<file path="src/rtl/core/pvs_pkg.sv">
`timescale 1ns / 1ps

package pvs_pkg;

	localparam int NUM_FRAMES_DEF = 32;
	localparam int FRAME_W        = 5;
	localparam int TICK_W         = 31;
	localparam int COUNT_W        = 32;
	localparam int POLICY_W       = 3;

	localparam logic [POLICY_W-1:0] POL_FIFO   = 3'd0;
	localparam logic [POLICY_W-1:0] POL_SC     = 3'd1;
	localparam logic [POLICY_W-1:0] POL_ESC    = 3'd2;
	localparam logic [POLICY_W-1:0] POL_LRU    = 3'd3;
	localparam logic [POLICY_W-1:0] POL_LFU    = 3'd4;
	localparam logic [POLICY_W-1:0] POL_RANDOM = 3'd5;

	localparam logic [COUNT_W-1:0] COUNT_MAX = 32'hffffffff;

	typedef struct packed {
		logic               used;
		logic               dirty;
		logic [TICK_W-1:0]  stamp;
		logic [COUNT_W-1:0] count;
	} pvs_entry_t;

	typedef enum logic [2:0] {
		ST_IDLE,
		ST_ACC_RD,
		ST_ACC_WR,
		ST_SCAN_RD,
		ST_SCAN_EV,
		ST_FIN_RD,
		ST_FIN_WR
	} pvs_state_t;

endpackage

</file>
<file path="src/rtl/core/page_victim_selector.sv">
`timescale 1ns / 1ps
// access item: read in ACC_RD, written back in ACC_WR, then back to idle; no result
// fifo and random victim: result in FIN_WR after the FIN_RD read, held there while res_ready is low
// second chance: SCAN_RD then SCAN_EV for each frame, a read-modify-write that clears the used bit
// enhanced second chance, lru, lfu: at most one pass of SCAN_RD and SCAN_EV over the frame memory
// one item at a time; reset clears all frame state at once via per-frame valid bits, policy 5
module page_victim_selector #(
	parameter int NUM_FRAMES = pvs_pkg::NUM_FRAMES_DEF
) (
	input  logic                          clk,
	input  logic                          arst_n,
	input  logic                          in_valid,
	output logic                          in_ready,
	input  logic                          action,
	input  logic [pvs_pkg::FRAME_W-1:0]   frame,
	input  logic                          is_write,
	input  logic [pvs_pkg::TICK_W-1:0]    tick,
	output logic                          out_valid,
	input  logic                          out_ready,
	output logic [pvs_pkg::FRAME_W-1:0]   victim_frame,
	output logic                          victim_dirty,
	input  logic                          cfg_valid,
	output logic                          cfg_ready,
	input  logic [pvs_pkg::POLICY_W-1:0]  cfg_data
);
	import pvs_pkg::*;

	localparam int FW = (NUM_FRAMES > 1) ? $clog2(NUM_FRAMES) : 1;

	logic [POLICY_W-1:0] policy_q;
	logic                res_valid, res_ready, res_dirty;
	logic [FW-1:0]       res_frame;
	logic [FW+4:0]       res_x;
	logic [FRAME_W-1:0]  frame_q;
	logic                dirty_q;

	assign cfg_ready = 1'b1;

	always_ff @(posedge clk or negedge arst_n) begin
		if (!arst_n) begin
			policy_q <= POL_RANDOM;
		end else if (cfg_valid && cfg_ready) begin
			policy_q <= cfg_data;
		end
	end

	pvs_seq #(
		.NUM_FRAMES(NUM_FRAMES),
		.FW        (FW)
	) u_seq (
		.clk      (clk),
		.arst_n   (arst_n),
		.in_valid (in_valid),
		.in_ready (in_ready),
		.action   (action),
		.frame    (frame),
		.is_write (is_write),
		.tick     (tick),
		.policy   (policy_q),
		.res_ready(res_ready),
		.res_valid(res_valid),
		.res_frame(res_frame),
		.res_dirty(res_dirty)
	);

	// output register
	assign res_ready = !out_valid || out_ready;
	assign res_x     = {5'b0, res_frame};

	always_ff @(posedge clk or negedge arst_n) begin
		if (!arst_n) begin
			out_valid <= 1'b0;
		end else if (res_ready) begin
			out_valid <= res_valid;
		end
	end

	always_ff @(posedge clk) begin
		if (res_valid && res_ready) begin
			frame_q <= res_x[FRAME_W-1:0];
			dirty_q <= res_dirty;
		end
	end

	assign victim_frame = frame_q;
	assign victim_dirty = dirty_q;

	a_one_item: assert property (@(posedge clk) disable iff (!arst_n)
		in_valid && in_ready |=> !in_ready)
		else $error("second transfer taken while busy");

	a_no_overrun: assert property (@(posedge clk) disable iff (!arst_n)
		res_valid |-> (!out_valid || out_ready))
		else $error("result overwrites pending output");

	a_frame_range: assert property (@(posedge clk) disable iff (!arst_n)
		res_valid |-> ({1'b0, res_frame} < (FW + 1)'(NUM_FRAMES)))
		else $error("victim out of range");

	a_no_result_idle: assert property (@(posedge clk) disable iff (!arst_n)
		res_valid |-> !in_ready)
		else $error("result while idle");

endmodule

</file>
<file path="src/rtl/core/pvs_frame_mem.sv">
`timescale 1ns / 1ps

module pvs_frame_mem #(
	parameter int NUM_FRAMES = 32,
	parameter int FW         = 5
) (
	input  logic                clk,
	input  logic                arst_n,
	input  logic                we,
	input  logic [FW-1:0]       waddr,
	input  pvs_pkg::pvs_entry_t wdata,
	input  logic                re,
	input  logic [FW-1:0]       raddr,
	output pvs_pkg::pvs_entry_t rdata
);
	import pvs_pkg::*;

	pvs_entry_t            mem [NUM_FRAMES];
	pvs_entry_t            rdata_s1;
	logic                  rvld_s1;
	logic [NUM_FRAMES-1:0] vld_q;

	always_ff @(posedge clk) begin
		if (we) begin
			mem[waddr] <= wdata;
		end
		if (re) begin
			rdata_s1 <= mem[raddr];
		end
	end

	// entries never written read as zero
	always_ff @(posedge clk or negedge arst_n) begin
		if (!arst_n) begin
			vld_q   <= '0;
			rvld_s1 <= 1'b0;
		end else begin
			if (we) begin
				vld_q[waddr] <= 1'b1;
			end
			if (re) begin
				rvld_s1 <= vld_q[raddr];
			end
		end
	end

	assign rdata = rvld_s1 ? rdata_s1 : '0;

endmodule

</file>
<file path="src/rtl/core/pvs_seq.sv">
`timescale 1ns / 1ps

module pvs_seq #(
	parameter int NUM_FRAMES = 32,
	parameter int FW         = 5
) (
	input  logic                             clk,
	input  logic                             arst_n,
	input  logic                             in_valid,
	output logic                             in_ready,
	input  logic                             action,
	input  logic [pvs_pkg::FRAME_W-1:0]      frame,
	input  logic                             is_write,
	input  logic [pvs_pkg::TICK_W-1:0]       tick,
	input  logic [pvs_pkg::POLICY_W-1:0]     policy,
	input  logic                             res_ready,
	output logic                             res_valid,
	output logic [FW-1:0]                    res_frame,
	output logic                             res_dirty
);
	import pvs_pkg::*;

	localparam logic [FW-1:0] LAST = FW'(NUM_FRAMES - 1);

	pvs_state_t state_q, state_d;

	logic [FW-1:0]       ptr_q, ptr_d;
	logic [FW-1:0]       cnt_q, cnt_d;
	logic [FW-1:0]       victim_q, victim_d;
	logic [FW-1:0]       best_idx_q, best_idx_d;
	logic [COUNT_W-1:0]  best_q, best_d;
	logic [3:1]          seen_q, seen_d;
	logic [FW-1:0]       first_q [3:1];
	logic [FW-1:0]       first_d [3:1];
	logic [POLICY_W-1:0] pol_q;
	logic [FW-1:0]       addr_q;
	logic                wr_q;
	logic [TICK_W-1:0]   tick_q;

	logic                we, re;
	logic [FW-1:0]       waddr, raddr;
	pvs_entry_t          wdata, e;
	logic [FW-1:0]       ptr_nxt, rnd, pick;
	logic [1:0]          cls;
	logic [COUNT_W-1:0]  val;
	logic [FW+4:0]       frame_x;
	logic                frame_ok;

	pvs_frame_mem #(
		.NUM_FRAMES(NUM_FRAMES),
		.FW        (FW)
	) u_mem (
		.clk   (clk),
		.arst_n(arst_n),
		.we    (we),
		.waddr (waddr),
		.wdata (wdata),
		.re    (re),
		.raddr (raddr),
		.rdata (e)
	);

	assign ptr_nxt  = (ptr_q == LAST) ? '0 : ptr_q + 1'b1;
	assign frame_x  = {{FW{1'b0}}, frame};
	assign frame_ok = ({1'b0, frame_x} < (FW + 6)'(NUM_FRAMES));
	assign rnd      = tick[FW-1:0] & LAST;
	assign cls      = {e.used, e.dirty};
	assign val      = (pol_q == POL_LRU) ? {1'b0, e.stamp} : e.count;

	always_ff @(posedge clk or negedge arst_n) begin
		if (!arst_n) begin
			state_q <= ST_IDLE;
			ptr_q   <= '0;
			seen_q  <= '0;
		end else begin
			state_q <= state_d;
			ptr_q   <= ptr_d;
			seen_q  <= seen_d;
		end
	end

	always_ff @(posedge clk) begin
		cnt_q      <= cnt_d;
		victim_q   <= victim_d;
		best_idx_q <= best_idx_d;
		best_q     <= best_d;
		first_q    <= first_d;
		if (in_valid && in_ready) begin
			pol_q  <= policy;
			addr_q <= frame_x[FW-1:0];
			wr_q   <= is_write;
			tick_q <= tick;
		end
	end

	always_comb begin
		state_d    = state_q;
		ptr_d      = ptr_q;
		cnt_d      = cnt_q;
		victim_d   = victim_q;
		best_idx_d = best_idx_q;
		best_d     = best_q;
		seen_d     = seen_q;
		first_d    = first_q;
		in_ready   = 1'b0;
		res_valid  = 1'b0;
		res_dirty  = e.dirty;
		we         = 1'b0;
		waddr      = ptr_q;
		wdata      = e;
		re         = 1'b0;
		raddr      = ptr_q;
		pick       = '0;
		unique case (state_q)
			ST_IDLE: begin
				in_ready = 1'b1;
				cnt_d    = '0;
				seen_d   = '0;
				if (in_valid) begin
					if (!action) begin
						if (frame_ok) begin
							state_d = ST_ACC_RD;
						end
					end else begin
						unique case (policy)
							POL_FIFO: begin
								victim_d = ptr_q;
								ptr_d    = ptr_nxt;
								state_d  = ST_FIN_RD;
							end
							POL_SC, POL_ESC, POL_LRU, POL_LFU: begin
								state_d = ST_SCAN_RD;
							end
							default: begin
								victim_d = ({1'b0, rnd} < (FW + 1)'(NUM_FRAMES)) ? rnd : '0;
								state_d  = ST_FIN_RD;
							end
						endcase
					end
				end
			end
			ST_ACC_RD: begin
				re      = 1'b1;
				raddr   = addr_q;
				state_d = ST_ACC_WR;
			end
			ST_ACC_WR: begin
				we          = 1'b1;
				waddr       = addr_q;
				wdata.used  = 1'b1;
				wdata.dirty = e.dirty | wr_q;
				wdata.stamp = tick_q;
				wdata.count = (e.count == COUNT_MAX) ? e.count : e.count + 1'b1;
				state_d     = ST_IDLE;
			end
			ST_SCAN_RD: begin
				re      = 1'b1;
				raddr   = (pol_q == POL_LRU || pol_q == POL_LFU) ? cnt_q : ptr_q;
				state_d = ST_SCAN_EV;
			end
			ST_SCAN_EV: begin
				state_d = ST_SCAN_RD;
				cnt_d   = cnt_q + 1'b1;
				priority if (pol_q == POL_SC) begin
					ptr_d = ptr_nxt;
					if (!e.used) begin
						victim_d = ptr_q;
						state_d  = ST_FIN_RD;
					end else begin
						we         = 1'b1;
						wdata.used = 1'b0;
					end
				end else if (pol_q == POL_ESC) begin
					ptr_d = ptr_nxt;
					if (cls == 2'd0) begin
						victim_d = ptr_q;
						state_d  = ST_FIN_RD;
					end else begin
						if (cls[1]) begin
							we         = 1'b1;
							wdata.used = 1'b0;
						end
						if (!seen_q[cls]) begin
							seen_d[cls]  = 1'b1;
							first_d[cls] = ptr_q;
						end
						if (cnt_q == LAST) begin
							priority if (seen_d[1]) pick = first_d[1];
							else if (seen_d[2])     pick = first_d[2];
							else if (seen_d[3])     pick = first_d[3];
							else                    pick = '0;
							victim_d = pick;
							ptr_d    = (pick == LAST) ? '0 : pick + 1'b1;
							state_d  = ST_FIN_RD;
						end
					end
				end else begin
					if (cnt_q == '0 || val < best_q) begin
						best_d     = val;
						best_idx_d = cnt_q;
					end
					if (cnt_q == LAST) begin
						victim_d = best_idx_d;
						state_d  = ST_FIN_RD;
					end
				end
			end
			ST_FIN_RD: begin
				re      = 1'b1;
				raddr   = victim_q;
				state_d = ST_FIN_WR;
			end
			ST_FIN_WR: begin
				waddr       = victim_q;
				wdata.used  = 1'b0;
				wdata.dirty = 1'b0;
				if (res_ready) begin
					we        = 1'b1;
					res_valid = 1'b1;
					state_d   = ST_IDLE;
				end
			end
			default: begin
				state_d = ST_IDLE;
			end
		endcase
	end

	assign res_frame = victim_q;

endmodule

</file>
<file path="config.mk">
export PLATFORM = sky130hd
export DESIGN_NAME = page_victim_selector
export DESIGN_NICKNAME = d
export VERILOG_FILES = /design/src/rtl/core/pvs_pkg.sv /design/src/rtl/core/page_victim_selector.sv /design/src/rtl/core/pvs_frame_mem.sv /design/src/rtl/core/pvs_seq.sv
export SDC_FILE = /design/constraint.sdc
export NUM_CORES = 2
export LEC_CHECK = 0
export ABC_AREA = 1
export BUFFER_PORTS_ARGS = -buffer_cell sky130_fd_sc_hd__buf_2
export CORE_MARGIN = 4
export CORE_UTILIZATION = 40
export DETAILED_ROUTE_END_ITERATION = 6
export PLACE_DENSITY = 0.51
export SLEW_MARGIN = 20
export SYNTH_ARGS = -nofsm -noshare
export SYNTH_HDL_FRONTEND = slang
export SYNTH_SLANG_ARGS = --single-unit
</file>
<file path="constraint.sdc">
create_clock -name clk -period 6.8 [get_ports clk]
set_input_delay 2.04 -clock clk [delete_from_list [all_inputs] [get_ports clk]]
set_output_delay 2.04 -clock clk [all_outputs]
set_load 0.005 [all_outputs]
</file>
==> results by stage <==
Placement:
- The count of buffers added on input and output ports is 53.
- At the end of routability-driven placement, the weighted congestion stood at 0.844.
- After detailed placement, the total cell area comes to 99300 µm².
- The pre-CTS worst setup slack is 1.50 ns.
- Detailed placement ended at an HPWL of 152000 µm.

Finish:
- In the final layout, the share of cells above drive strength 1 is 9.24%.
- The library cell used most frequently in the layout, excluding fill and tap cells, is sky130_fd_sc_hd__edfxtp_1.
- The area growth from synthesis to layout is 13.2%.
- The finished cells cover 107000 µm².
- In the layout the commonest cells are sky130_fd_sc_hd__edfxtp_1, sky130_fd_sc_hd__nand2_1, sky130_fd_sc_hd__nand3_1.
- The count of fill cells added during filler insertion is 21300.
- The net count of the finished layout is 7847.

STA:
- Summed over all failing endpoints, the final setup total negative slack is 0 ns.
- Of the available clock period, the critical path in the final layout requires 71.7%.
- Setup repair after global routing left no endpoint under its margin.
- The setup skew after layout is 0.0840 ns.
- The hold violation count in the final report was 0.
- The smallest clock period supported by the final layout is computed as 4.88 ns.
- The slew at the pin closest to its max-slew limit is 1.16 ns.
- The number of pins exceeding their max-slew limit in the final report came to 0.
- The timing-limited maximum frequency is 205 MHz.
- The worst path meets setup with 1.92 ns of slack.
- Headroom to the max-slew limit came out at 22.1%.
- Hold timing on the final database bottoms out at a slack of 0.455 ns.
- Setup violations remaining at the end of the flow were counted as 0.

Clocking:
- The TritonCTS clock tree is yes.
- The number of H-tree levels is 4.
- Buffers inserted to repair hold after CTS numbered 0.
- The clock transition at the register clock pins on the worst setup and hold paths after CTS is 0.06 ns.
- The number of gates resized after CTS is 0.
- The tree is rooted in a sky130_fd_sc_hd__clkbuf_16.
- The largest buffer count on any clock path is 3.
- The clock sink count is 2301.
- In this run, CTS created clock tree buffers numbering 237.
- Post-CTS timing repair inserted 0 buffers for setup.
- Clock latency on the worst-skew pair, taken at its later pin, is 0.89 ns.

Synthesis:
- The fraction of registers with async set or reset after synthesis is 2.09%.
- The number of nets in the synthesized netlist is 7841.
- The largest area contributor in the synthesized netlist is sky130_fd_sc_hd__edfxtp_1.
- The dominant register cell in the synthesized netlist is sky130_fd_sc_hd__edfxtp_1.
- After synthesis, the cell types taking the most area are sky130_fd_sc_hd__edfxtp_1, sky130_fd_sc_hd__nand3_1, sky130_fd_sc_hd__nand2_1, sky130_fd_sc_hd__o211ai_1, sky130_fd_sc_hd__o21ai_0.
- The proportion of synthesized chip area in sequential cells is 72.8%.
- The post-synthesis instance area is 94600 µm².
- The average cell area after synthesis is 12.2 µm².
- The synthesized netlist cell count is 7756.
- The synthesized design contains 2253 enable-type register cells.
- The yosys synthesis warning count is 0.
- The number of different library cells used by synthesis comes to 53.
- The top cell type's share of synthesized area is 71.5%.
- Synthesis inferred 2301 register bits.

Die:
- The boundary pin count is 55.
- The floorplan step set the die height to 494 µm.
- The placeable core area is 235000 µm².
- The horizontal die dimension is 494 µm.
- The count of standard-cell rows is 178.
- For this configuration, the core starts out at a cell density of 40.2%.
- The floorplan die area is 244000 µm².

Route:
- The pre-antenna-repair detailed-routing pass consisted of 7 iterations.
- For this run, design rule violations remaining after detail routing come to 0.
- Dividing the detail-routed wire length by the instance count gives 25.6 µm.
- For this block, the initial DRC count from the detailed router was 6400.
- The vias per cell is 5.54.
- After detailed routing, the total wire length is 285000 µm.
- In this run the remaining antenna-violating nets after routing total 0.
- The via total after detailed routing is 61600.

GRT:
- The via count of the first global-routing pass is 59300.
- For this run, the total global-route usage over all layers was measured as 22.9%.
- The number of antenna violations at the first check in global routing came to 7.
- Entering global routing, the biggest net connects 167 pins.
- The first global-routing pass estimated 417000 µm of wire.
- Global routing finished with a remaining overflow of 0.

Flow run:
- The max-capacitance violation count is 0.

Setup path:
- The type of element capturing the critical path is a flip-flop.
- The worst setup path is launched from a flip-flop.
- The largest driver fanout on the critical path is 44.
- Traced cell by cell, the critical path runs through nand2_1 > inv_1 > ha_1 > inv_1 > nor3_1 > inv_1 > nor4_2 > nand2_1 > o21ai_2 > inv_2 > nand2_1 > xor2_4.
- The slowest stage of the critical path belongs to the cell sky130_fd_sc_hd__xor2_4.
- The worst endpoint data arrival time is 5.37 ns.
- The required time at the worst-slack endpoint is 7.29 ns.
- For this run, the slowest stage of the critical path takes 0.87 ns.
- For the worst flop-to-flop path, the logic depth is 12.
- The worst setup path category is flip-flop to flip-flop.

Outcome:
- The run finished with clean final reports.

Min path:
- The worst hold path passes through 2 cells.
- The worst hold-check path type is flip-flop to flip-flop.
==> cells in the mapped netlist (3+ instances only) <==
| cell | n |
|---|---|
| sky130_fd_sc_hd__edfxtp_1 | 2253 |
| sky130_fd_sc_hd__nand2_1 | 1838 |
| sky130_fd_sc_hd__nand3_1 | 1491 |
| sky130_fd_sc_hd__o21ai_0 | 383 |
| sky130_fd_sc_hd__nor2_1 | 349 |
| sky130_fd_sc_hd__o211ai_1 | 258 |
| sky130_fd_sc_hd__buf_2 | 239 |
| sky130_fd_sc_hd__inv_1 | 219 |
| sky130_fd_sc_hd__clkbuf_1 | 139 |
| sky130_fd_sc_hd__or2_0 | 110 |
| sky130_fd_sc_hd__buf_4 | 61 |
| sky130_fd_sc_hd__a21oi_1 | 47 |
| sky130_fd_sc_hd__dfrtp_1 | 46 |
| sky130_fd_sc_hd__buf_1 | 40 |
| sky130_fd_sc_hd__ha_1 | 39 |
| sky130_fd_sc_hd__o22ai_1 | 38 |
| sky130_fd_sc_hd__or2_2 | 34 |
| sky130_fd_sc_hd__xor2_1 | 26 |
| sky130_fd_sc_hd__nor3_1 | 24 |
| sky130_fd_sc_hd__nand4_1 | 19 |
| sky130_fd_sc_hd__o21a_1 | 11 |
| sky130_fd_sc_hd__nor4_1 | 8 |
| sky130_fd_sc_hd__a22oi_1 | 7 |
| sky130_fd_sc_hd__inv_2 | 7 |
| sky130_fd_sc_hd__nand2_2 | 7 |
| sky130_fd_sc_hd__or2_1 | 6 |
| sky130_fd_sc_hd__buf_6 | 5 |
| sky130_fd_sc_hd__nor2_2 | 5 |
| sky130_fd_sc_hd__o21ai_1 | 5 |
| sky130_fd_sc_hd__a31oi_1 | 4 |
| sky130_fd_sc_hd__o21ai_2 | 4 |
| sky130_fd_sc_hd__xnor2_1 | 4 |
| sky130_fd_sc_hd__and2_1 | 3 |
| sky130_fd_sc_hd__clkinv_1 | 3 |
==> through the flow <==
step           std cells  utilization, %
2_1_floorplan       7756               -
3_3_place_gp       10700            42.2
3_5_place_dp       10700            42.2
4_1_cts            11100            45.5
5_1_grt            11100            45.5
6_report           11100            45.5
==> final cells by class <==
| cell class | count | area, µm² | area share, % |
|---|---|---|---|
| antenna | 2 | 5.00 | 0.00467 |
| clock buffer | 292 | 6180 | 5.77 |
| clock inverter | 154 | 1650 | 1.54 |
| inverter | 230 | 902 | 0.842 |
| multi-input combinational | 4740 | 23200 | 21.7 |
| sequential | 2301 | 68900 | 64.3 |
| tap | 3150 | 3940 | 3.68 |
| timing repair buffer | 252 | 2380 | 2.22 |
==> worst paths after layout <==
kind / end / startpoint / slack, ns
setup reg to reg: u_seq.u_mem.mem[6][20]$_DFFE_PP_ / u_seq.u_mem.rvld_s1$_DFFE_PN0N_ / 1.92
hold reg to reg: u_seq.u_mem.vld_q[26]$_DFFE_PN0P_ / u_seq.u_mem.vld_q[26]$_DFFE_PN0P_ / 0.46
min in group asynchronous: policy_q[1]$_DFFE_PN0P_ / arst_n / 1.28
setup / recovery: u_seq.u_mem.mem[6][20]$_DFFE_PP_ / u_seq.u_mem.rvld_s1$_DFFE_PN0N_ / 1.92
hold / removal: u_seq.u_mem.vld_q[26]$_DFFE_PN0P_ / u_seq.u_mem.vld_q[26]$_DFFE_PN0P_ / 0.46
max in group asynchronous: u_seq.u_mem.rvld_s1$_DFFE_PN0N_ / arst_n / 4.98
==> registers in the layout, summed over array words and instances, names as in the netlist, 5 cells and up <==
signal,cells
u_seq.tick_q,31
u_seq.ptr_q,5
u_seq.addr_q,5
u_seq.res_frame,5
u_seq.u_mem.mem,2080
u_seq.best_idx_q,5
u_seq.cnt_q,5
victim_frame,5
u_seq.first_q,15
u_seq.best_q,32
u_seq.u_mem.rdata_s1,65
u_seq.u_mem.vld_q,32
==> worst max-delay path: cells and delay by family (launching register included) <==
kind                     cells  cell delay, ns
adder cells (fa/ha/maj)      1            0.24
flip-flops                   1            0.82
buffers and inverters        4            0.60
AO/OA/AOI/OAI                1            0.32
AND/OR/NAND/NOR              5            1.58
XOR/XNOR                     1            0.87
==> layer usage <==
layer,GRT usage (%),up-vias,part of all wire (%)
met5,0,-,0
met4,5.42,0,2.2
met3,3.21,366,6.5
met2,36.5,2174,47
met1,33.4,31200,45
li1,-,27900,-
==> logic make-up (layout without fill, tap and decap cells) <==
group	after synthesis	count (layout)	synth area share [%]
AND/OR/NAND/NOR	3902	3902	18.0
multiplexers	2	2	0.0238
AO/OA/AOI/OAI	766	766	4.89
flip-flops	2301	2301	72.8
XOR/XNOR	30	30	0.278
buffers and inverters	715	928	3.44
adder cells (fa/ha/maj)	39	39	0.516
other	1	3	0.00396
Power is not shown: default switching activity piles up to over one toggle a cycle in this logic, so the estimate is an artifact.
